## src/rtl/contiguous_slot_first_fit_allocator_core_defines.svh

```systemverilog
// Assertion macros shared by the allocator RTL.
// Both macros sample on clk and hold off while rst is high.
`ifndef CONTIGUOUS_SLOT_FIRST_FIT_ALLOCATOR_CORE_DEFINES_SVH
`define CONTIGUOUS_SLOT_FIRST_FIT_ALLOCATOR_CORE_DEFINES_SVH

// Check cons in the same cycle as ante.
`define CSSFA_ASSERT_NOW(label, ante, cons, msg) \
  label: assert property (@(posedge clk) disable iff (rst) (ante) |-> (cons)) else $error(msg);

// Check cons in the cycle after ante.
`define CSSFA_ASSERT_NEXT(label, ante, cons, msg) \
  label: assert property (@(posedge clk) disable iff (rst) (ante) |=> (cons)) else $error(msg);

`endif

```

## src/rtl/cssfa_pkg.sv

```systemverilog
package cssfa_pkg;

  // Default geometry of the occupancy map.
  localparam int DEF_MAX_ROWS  = 16;
  localparam int DEF_MAX_SLOTS = 128;

  // Fixed field widths.
  localparam int ID_W        = 10;
  localparam int WIDTH_W     = 8;
  localparam int ROW_W       = 4;
  localparam int SLOT_W      = 7;
  localparam int ST_W        = 2;
  localparam int STEP_W      = $clog2(WIDTH_W);
  localparam int CFG_ROWS_W  = 5;
  localparam int CFG_SLOTS_W = 8;
  localparam int CFG_DATA_W  = 8;
  localparam int CFG_IDX_W   = 1;

  localparam logic [CFG_ROWS_W-1:0]  ROWS_RESET  = CFG_ROWS_W'(16);
  localparam logic [CFG_SLOTS_W-1:0] SLOTS_RESET = CFG_SLOTS_W'(128);

  typedef enum logic [CFG_IDX_W-1:0] {
    REG_ROWS_IN_USE  = 1'b0,
    REG_SLOTS_IN_USE = 1'b1
  } cfg_reg_t;

  typedef enum logic [ST_W-1:0] {
    ST_PLACED  = 2'd0,
    ST_NOROOM  = 2'd1,
    ST_SKIPPED = 2'd2,
    ST_BLOCKED = 2'd3
  } st_t;

  // Commands from the controller to the datapath.
  typedef struct packed {
    logic capture;
    logic norm_start;
    logic norm_sub;
    logic row_init;
    logic rd_block;
    logic rd_row;
    logic blk_write;
    logic load;
    logic step;
    logic pick;
    logic row_next;
    logic encode;
    logic place_write;
    logic skip_clear;
    logic skip_arm;
    logic set_status;
    st_t  status_val;
    logic out_load;
  } cmd_t;

  // Status from the datapath to the controller.
  typedef struct packed {
    logic op_block;
    logic skip_hit;
    logic cur_ge_n;
    logic step_last;
    logic found;
    logic last_row;
    logic out_free;
  } sts_t;

endpackage

```

## src/rtl/cssfa_ctrl.sv

```systemverilog
`include "contiguous_slot_first_fit_allocator_core_defines.svh"

module cssfa_ctrl import cssfa_pkg::*; (
  input  logic clk,
  input  logic rst,
  input  logic in_valid,
  output logic in_stall,
  output cmd_t cmd,
  input  sts_t sts
);

  typedef enum logic [11:0] {
    S_IDLE   = 12'b0000_0000_0001,
    S_DECIDE = 12'b0000_0000_0010,
    S_BRD    = 12'b0000_0000_0100,
    S_BWR    = 12'b0000_0000_1000,
    S_NORM   = 12'b0000_0001_0000,
    S_READ   = 12'b0000_0010_0000,
    S_LOAD   = 12'b0000_0100_0000,
    S_STEP   = 12'b0000_1000_0000,
    S_PICK   = 12'b0001_0000_0000,
    S_MARK   = 12'b0010_0000_0000,
    S_WRITE  = 12'b0100_0000_0000,
    S_DONE   = 12'b1000_0000_0000
  } state_t;

  state_t state, state_next;

  assign in_stall = (state != S_IDLE);

  always_ff @(posedge clk) begin
    if (rst) begin
      state <= S_IDLE;
    end else begin
      state <= state_next;
    end
  end

  always_comb begin
    state_next = state;
    cmd        = '0;
    case (state)
      S_IDLE: begin
        if (in_valid) begin
          cmd.capture = 1'b1;
          state_next  = S_DECIDE;
        end
      end
      S_DECIDE: begin
        if (sts.op_block) begin
          state_next = S_BRD;
        end else if (sts.skip_hit) begin
          cmd.skip_clear = 1'b1;
          cmd.set_status = 1'b1;
          cmd.status_val = ST_SKIPPED;
          state_next     = S_DONE;
        end else begin
          cmd.norm_start = 1'b1;
          cmd.skip_clear = 1'b1;
          state_next     = S_NORM;
        end
      end
      S_BRD: begin
        cmd.rd_block = 1'b1;
        state_next   = S_BWR;
      end
      S_BWR: begin
        cmd.blk_write  = 1'b1;
        cmd.set_status = 1'b1;
        cmd.status_val = ST_BLOCKED;
        state_next     = S_DONE;
      end
      S_NORM: begin
        if (sts.cur_ge_n) begin
          cmd.norm_sub = 1'b1;
        end else begin
          cmd.row_init = 1'b1;
          state_next   = S_READ;
        end
      end
      S_READ: begin
        cmd.rd_row = 1'b1;
        state_next = S_LOAD;
      end
      S_LOAD: begin
        cmd.load   = 1'b1;
        state_next = S_STEP;
      end
      S_STEP: begin
        cmd.step = 1'b1;
        if (sts.step_last) begin
          state_next = S_PICK;
        end
      end
      S_PICK: begin
        cmd.pick = 1'b1;
        if (sts.found) begin
          state_next = S_MARK;
        end else if (sts.last_row) begin
          cmd.skip_arm   = 1'b1;
          cmd.set_status = 1'b1;
          cmd.status_val = ST_NOROOM;
          state_next     = S_DONE;
        end else begin
          cmd.row_next = 1'b1;
          state_next   = S_READ;
        end
      end
      S_MARK: begin
        cmd.encode = 1'b1;
        state_next = S_WRITE;
      end
      S_WRITE: begin
        cmd.place_write = 1'b1;
        cmd.set_status  = 1'b1;
        cmd.status_val  = ST_PLACED;
        state_next      = S_DONE;
      end
      S_DONE: begin
        if (sts.out_free) begin
          cmd.out_load = 1'b1;
          state_next   = S_IDLE;
        end
      end
      default: begin
        state_next = S_IDLE;
      end
    endcase
  end

  `CSSFA_ASSERT_NEXT(a_busy_after_accept, in_valid && !in_stall, in_stall, "accepted a word but stayed ready")

endmodule

```

## config.mk

```make
export PLATFORM = sky130hd
export DESIGN_NAME = cssfa_ctrl
export DESIGN_NICKNAME = d
export VERILOG_FILES = /design/src/rtl/cssfa_pkg.sv /design/src/rtl/cssfa_ctrl.sv
export VERILOG_INCLUDE_DIRS = /design/src /design/src/rtl
export SDC_FILE = /design/constraint.sdc
export NUM_CORES = 1
export LEC_CHECK = 0
export BUFFER_PORTS_ARGS = -buffer_cell sky130_fd_sc_hd__clkbuf_2
export CAP_MARGIN = 20
export CORE_MARGIN = 1.5
export CORE_UTILIZATION = 48
export CTS_CLUSTER_DIAMETER = 120
export CTS_CLUSTER_SIZE = 8
export DETAILED_ROUTE_END_ITERATION = 7
export PLACE_DENSITY = 0.78
export SLEW_MARGIN = 20
export SYNTH_ARGS = -nofsm -noshare
export SYNTH_HDL_FRONTEND = slang
export SYNTH_SLANG_ARGS = --single-unit
```

## constraint.sdc

```tcl
create_clock -name clk -period 2.7 [get_ports clk]
set_input_delay 0.135 -clock clk [delete_from_list [all_inputs] [get_ports clk]]
set_output_delay 0.135 -clock clk [all_outputs]
set_load 0.01 [all_outputs]
```

After elaboration in Yosys (flattened, before gate mapping)
Index checks and enable logic that the tools add are counted.
Widths: inputs -> output; s select.
{ "word_totals": {"register_bits": 12, "input_bits": 10, "out_inout_bits": 20, "word_cells": 57} }
{ "op_classes": {"n_eq_ne": 17, "mux": 37, "n_reduce_logical": 2} }
{ "ops": {"columns": ["op", "count"], "rows": [
  ["$pmux 12 s11", 1],
  ["$mux 12", 8],
  ["$mux 1", 21],
  ["$eq 12x1->1 const B", 1],
  ["$eq 12x10->1 const B", 1],
  ["$eq 12x11->1 const B", 1],
  ["$eq 12x12->1 const B", 1],
  ["$eq 12x2->1 const B", 1],
  ["$eq 12x3->1 const B", 1],
  ["$eq 12x4->1 const B", 1],
  ["$eq 12x5->1 const B", 1],
  ["$eq 12x6->1 const B", 1],
  ["$eq 12x7->1 const B", 1],
  ["$eq 12x8->1 const B", 1],
  ["$eq 12x9->1 const B", 1],
  ["$ne 12x1->1 const B", 1],
  ["$pmux 3 s4", 1],
  ["$mux 4", 2],
  ["$ne 2x2->1 const B", 4],
  ["$mux 3", 2],
  ["$mux 2", 2],
  ["$reduce_and 4->1", 1],
  ["$reduce_or 2->1", 1]
]} }

Longest topological paths before layout
{ "depth": {"word_depth": 3, "mapped_depth": 7} }

Worst setup path before layout
OpenSTA, ideal clock, no wires.
{ "synth_timing": {"path_type": "register to register", "start": "register state[7]", "end": "register state[2]", "arrival_time_ns": 1.817, "slack_ns": 0.764, "stages_incl_launch_ff": 7, "n_path_buf": 1, "path_cell_list": "dfxtp_1 or4_4 nand4b_4 or3b_1 buf_6 o211ai_4 nor2_1"} }
{ "synth_between": {"elab_chain_cells": 3, "elab_cells_between_ends": 19, "cone_classes": "eq/ne (16); mux (1); reduce/logical (2)"} }
{ "synth_rtl": {"columns": ["item", "line_no", "source"], "rows": [
  ["start: declaration", "cssfa_ctrl.sv:27", "state_t state, state_next;"],
  ["start signal: assignment", "cssfa_ctrl.sv:35", "state <= state_next;"],
  ["$eq 12x11->1, or another cell as far along", "cssfa_ctrl.sv:42", "case (state)"],
  ["$reduce_or 2->1 (no source line) or $ne 2x2->1 (tied branches)", null, null],
  ["$pmux 12 s11 or $reduce_and 4->1 (tied branches)", null, null]
]} }
Several ways; a longest one is shown, not always the timed one.
A chain may end at the register's enable or synchronous reset.

==> results list <==
- Required time at the worst-slack endpoint: 2570 ps
- Number of buffers inserted to repair setup after CTS: 0
- The run finished with clean final reports.
* Maximum VDD drop: 0.239 mV
- The longest clock path from root to sink contains 2 buffers.
* Growth of design area from synthesis to finish: 21.7%
- In the synthesized netlist the dominant register cell turns out to be sky130_fd_sc_hd__dfxtp_1.
* Worst path slowest cell: sky130_fd_sc_hd__or4_4
- Delay of the slowest cell on the worst path: 580 ps
- 0 antenna diodes ended up in the layout.
- The number of global-route vias before repair came to 821.
- Top register by number of flip-flops: state
* Setup Viol. Count Final: 0
- Together, buffers and inverters on the worst path number 1.
* Via Count: 879
- The cell count after synthesis came out at 105.
- Fin. max-slew vios: 0
- Initial detailed-routing violation count: 20
* Die Wd: 44.5 microns
- Net count, final: 145
- Sequential cell area fraction in the yosys report: 29.1%
* Floorplan row count: 14
- After detailed routing, the number of remaining DRC violations is 0.
- Of all nets on the critical path, the largest fanout is 8.
- Maximum number of pins on one net before global-route repair: 11
- Root Buffer: sky130_fd_sc_hd__clkbuf_4
* Aggregate negative setup slack: 0 ps
- Post-layout min period: 2300 ps
* First-pass detailed-route iteration total: 6
- Counting cells, the worst reg-to-reg path comes to 5.
* First-pass GRT wire length: 3420 microns
- Warnings, synthesis: 0
- Worst slew pin tran: 481 ps
- Async set-reset flop share out of synthesis: 0%
- Dividing the detail-routed wire length by the instance count gives 13.5 microns.
- Total track usage: 23.6%
- Counting the buffers created by CTS gives 3.
- Once the floorplan was initialized, standard cells occupied 53.0% of the core.
* Total core area: 1560 sq um
- The clock arrives with 3.07 ps of skew.
- Once detailed placement completed, the half-perimeter wirelength came to 1620 microns.
- The final hold violation count is 0.
- Data arrival time of the critical path: 2160 ps
* Number of register bits inferred by synthesis: 12
- The critical path runs through a total of 5 cells.
- Dividing the detail-routed via count by the number of cells gives 5.86.
- Dominant delay contributor by cell family on the critical path: simple AND/OR/NAND/NOR gates
- Summing all multi-input logic gate instances after layout gives 533 sq um.
- Final antenna-violating net count: 0
* Peak Freq: 435 MHz
* Leading registers by flop count: state (12)
- Clock tree from TritonCTS: built
* Quantity of hold-fixing buffers added after cts: 0
- For this run the aggregate overflow at the end of global routing stands at 0.
* Most common cell after layout, fill and taps aside: sky130_fd_sc_hd__clkbuf_2
* Post-route fraction of the period consumed by the critical path: 85.2%
* Pwr dens: 450 nW/um^2
* RSZ-0062 raised after global routing: false
- Weighted congestion reported at the end of routability-driven placement: 0.860
- Max FFs per register: 12
- When the netlist entered floorplanning its net count stood at 115.
- Die height: 44.5 microns
- Buffers placed on the I/O ports in this run total 29.
* Post-synthesis instance area: 826 sq um
- In this run, synthesis inferred 0 flip-flops with an integrated enable.
- Initial antenna violation count: 0
- The worst setup path is captured at a primary output.
* Clock latency on the worst-skew pair: 280 ps
- Once the clock tree was built, the resizer swapped 0 gates to a different size.
- Static leakage: 0.000514 uW
- The signal on the critical path passes through or4_4 > nand4b_4 > or3b_1 > nor2_1 > clkbuf_2.
- After detailed routing, the total wire length is 2030 microns.
- Die Area: 1980 sq um
- Along the worst hold path, the cell count comes to 2.
- Commonest cells after routing, fill and taps aside: sky130_fd_sc_hd__clkbuf_2, sky130_fd_sc_hd__dfxtp_1, sky130_fd_sc_hd__nor2_1
- Fraction of layout cells with a size suffix above 1: 28.4%
- After clock tree synthesis, the clock-pin slew on the worst setup and hold paths is 80 ps.
* Area occupied by registers: 240 sq um
- Mean area per synthesized cell: 7.86 sq um
* Worst slew margin: 67.9%
- Number of sinks handled by clock tree synthesis: 12
- The layout has 142 filler cells.
* Category of the critical setup timing path: register to primary output
- 30 I/O pins were placed.
- Overall Power: 453 uW
* Kind of start point of the critical path: register
- Classification of the worst-slack hold path: input pin to register
- CTS built an H-tree with a depth of 1.
- Across the run, the number of max-cap violations was 0.
- The synthesized netlist contains 37 unique library cells.
[synthesized netlist by cell type, types with 3 or more instances]
cell                       number  area (sq um)
sky130_fd_sc_hd__dfxtp_1       12           240
sky130_fd_sc_hd__nor2_1        11          41.3
sky130_fd_sc_hd__inv_1          8          30.0
sky130_fd_sc_hd__nand2_1        7          26.3
sky130_fd_sc_hd__nor3_1         6          30.0
sky130_fd_sc_hd__nand3_1        5          25.0
sky130_fd_sc_hd__nand4_1        4          25.0
sky130_fd_sc_hd__nor3b_1        4          30.0
sky130_fd_sc_hd__nor4_1         4          25.0
sky130_fd_sc_hd__and3_1         3          18.8
sky130_fd_sc_hd__clkbuf_1       3          11.3
sky130_fd_sc_hd__nand2b_1       3          18.8
sky130_fd_sc_hd__nor2b_1        3          18.8
sky130_fd_sc_hd__or3_1          3          18.8
[power by group]
group | internal (uW) | switching, uW | total [uW]
Sequential | 185 | 13.7 | 198
Clock | 82.1 | 67.1 | 149
Combinational | 44.8 | 60.3 | 105
[logic make-up (layout without fill, tap and decap cells)]
family          count (synthesis)  count (layout)  share of synthesized area (%)
simple gates                   67              67                           50.2
flops                          12              12                           29.1
buf+inv                        12              41                           6.36
compound gates                 11              11                           11.2
xor+xnor                        3               3                           3.18
[routing by layer]
| layer | vias up | GRT usage [%] | part of all wire, % |
|---|---|---|---|
| met4 | 0 | 11.5 | 1.7 |
| met3 | 4 | 4.90 | 6.7 |
| met2 | 37 | 39.1 | 49 |
| met5 | - | 0 | 0 |
| met1 | 394 | 28.8 | 43 |
| li1 | 444 | - | - |
[through the flow]
step	instance area [sq um]	instances	hold WS (ps)	setup slack, ps	utilization (%)
floorplan	826	105	207	764	-
global placement	968	146	336	712	62.1
detailed placement	968	146	343	676	62.1
CTS	1000	150	39.2	404	64.4
global route	1000	150	39.2	274	64.4
finish	1000	150	41.1	400	64.4
[path summary, 6_finish.rpt]
| path | startpoint | to | slack [ps] |
|---|---|---|---|
| max | state[7]$_SDFFE_PP0P_ | cmd[18] | 400 |
| min reg2reg | state[9]$_SDFFE_PP0P_ | state[10]$_SDFFE_PP0P_ | 580 |
| max reg2reg | state[7]$_SDFFE_PP0P_ | state[2]$_SDFFE_PP0P_ | 660 |
| min | rst | state[11]$_SDFFE_PP0P_ | 40 |
[worst register-to-register path: stages, from the launching register on]
cell and delay, ps:
sky130_fd_sc_hd__dfxtp_1 380, sky130_fd_sc_hd__or4_4 580, sky130_fd_sc_hd__nand4b_4 190, sky130_fd_sc_hd__or3b_1 480, sky130_fd_sc_hd__o211ai_4 240, sky130_fd_sc_hd__nor2_1 70
[layout make-up]
| class | instances | area share (%) |
|---|---|---|
| multi-input combinational | 81 | 53.1 |
| sequential | 12 | 23.9 |
| timing repair buffer | 29 | 14.4 |
| clock buffer | 4 | 3.61 |
| inverter | 8 | 2.99 |
| tap | 16 | 1.99 |
No activity file was read; power rests on OpenSTA's default activity.
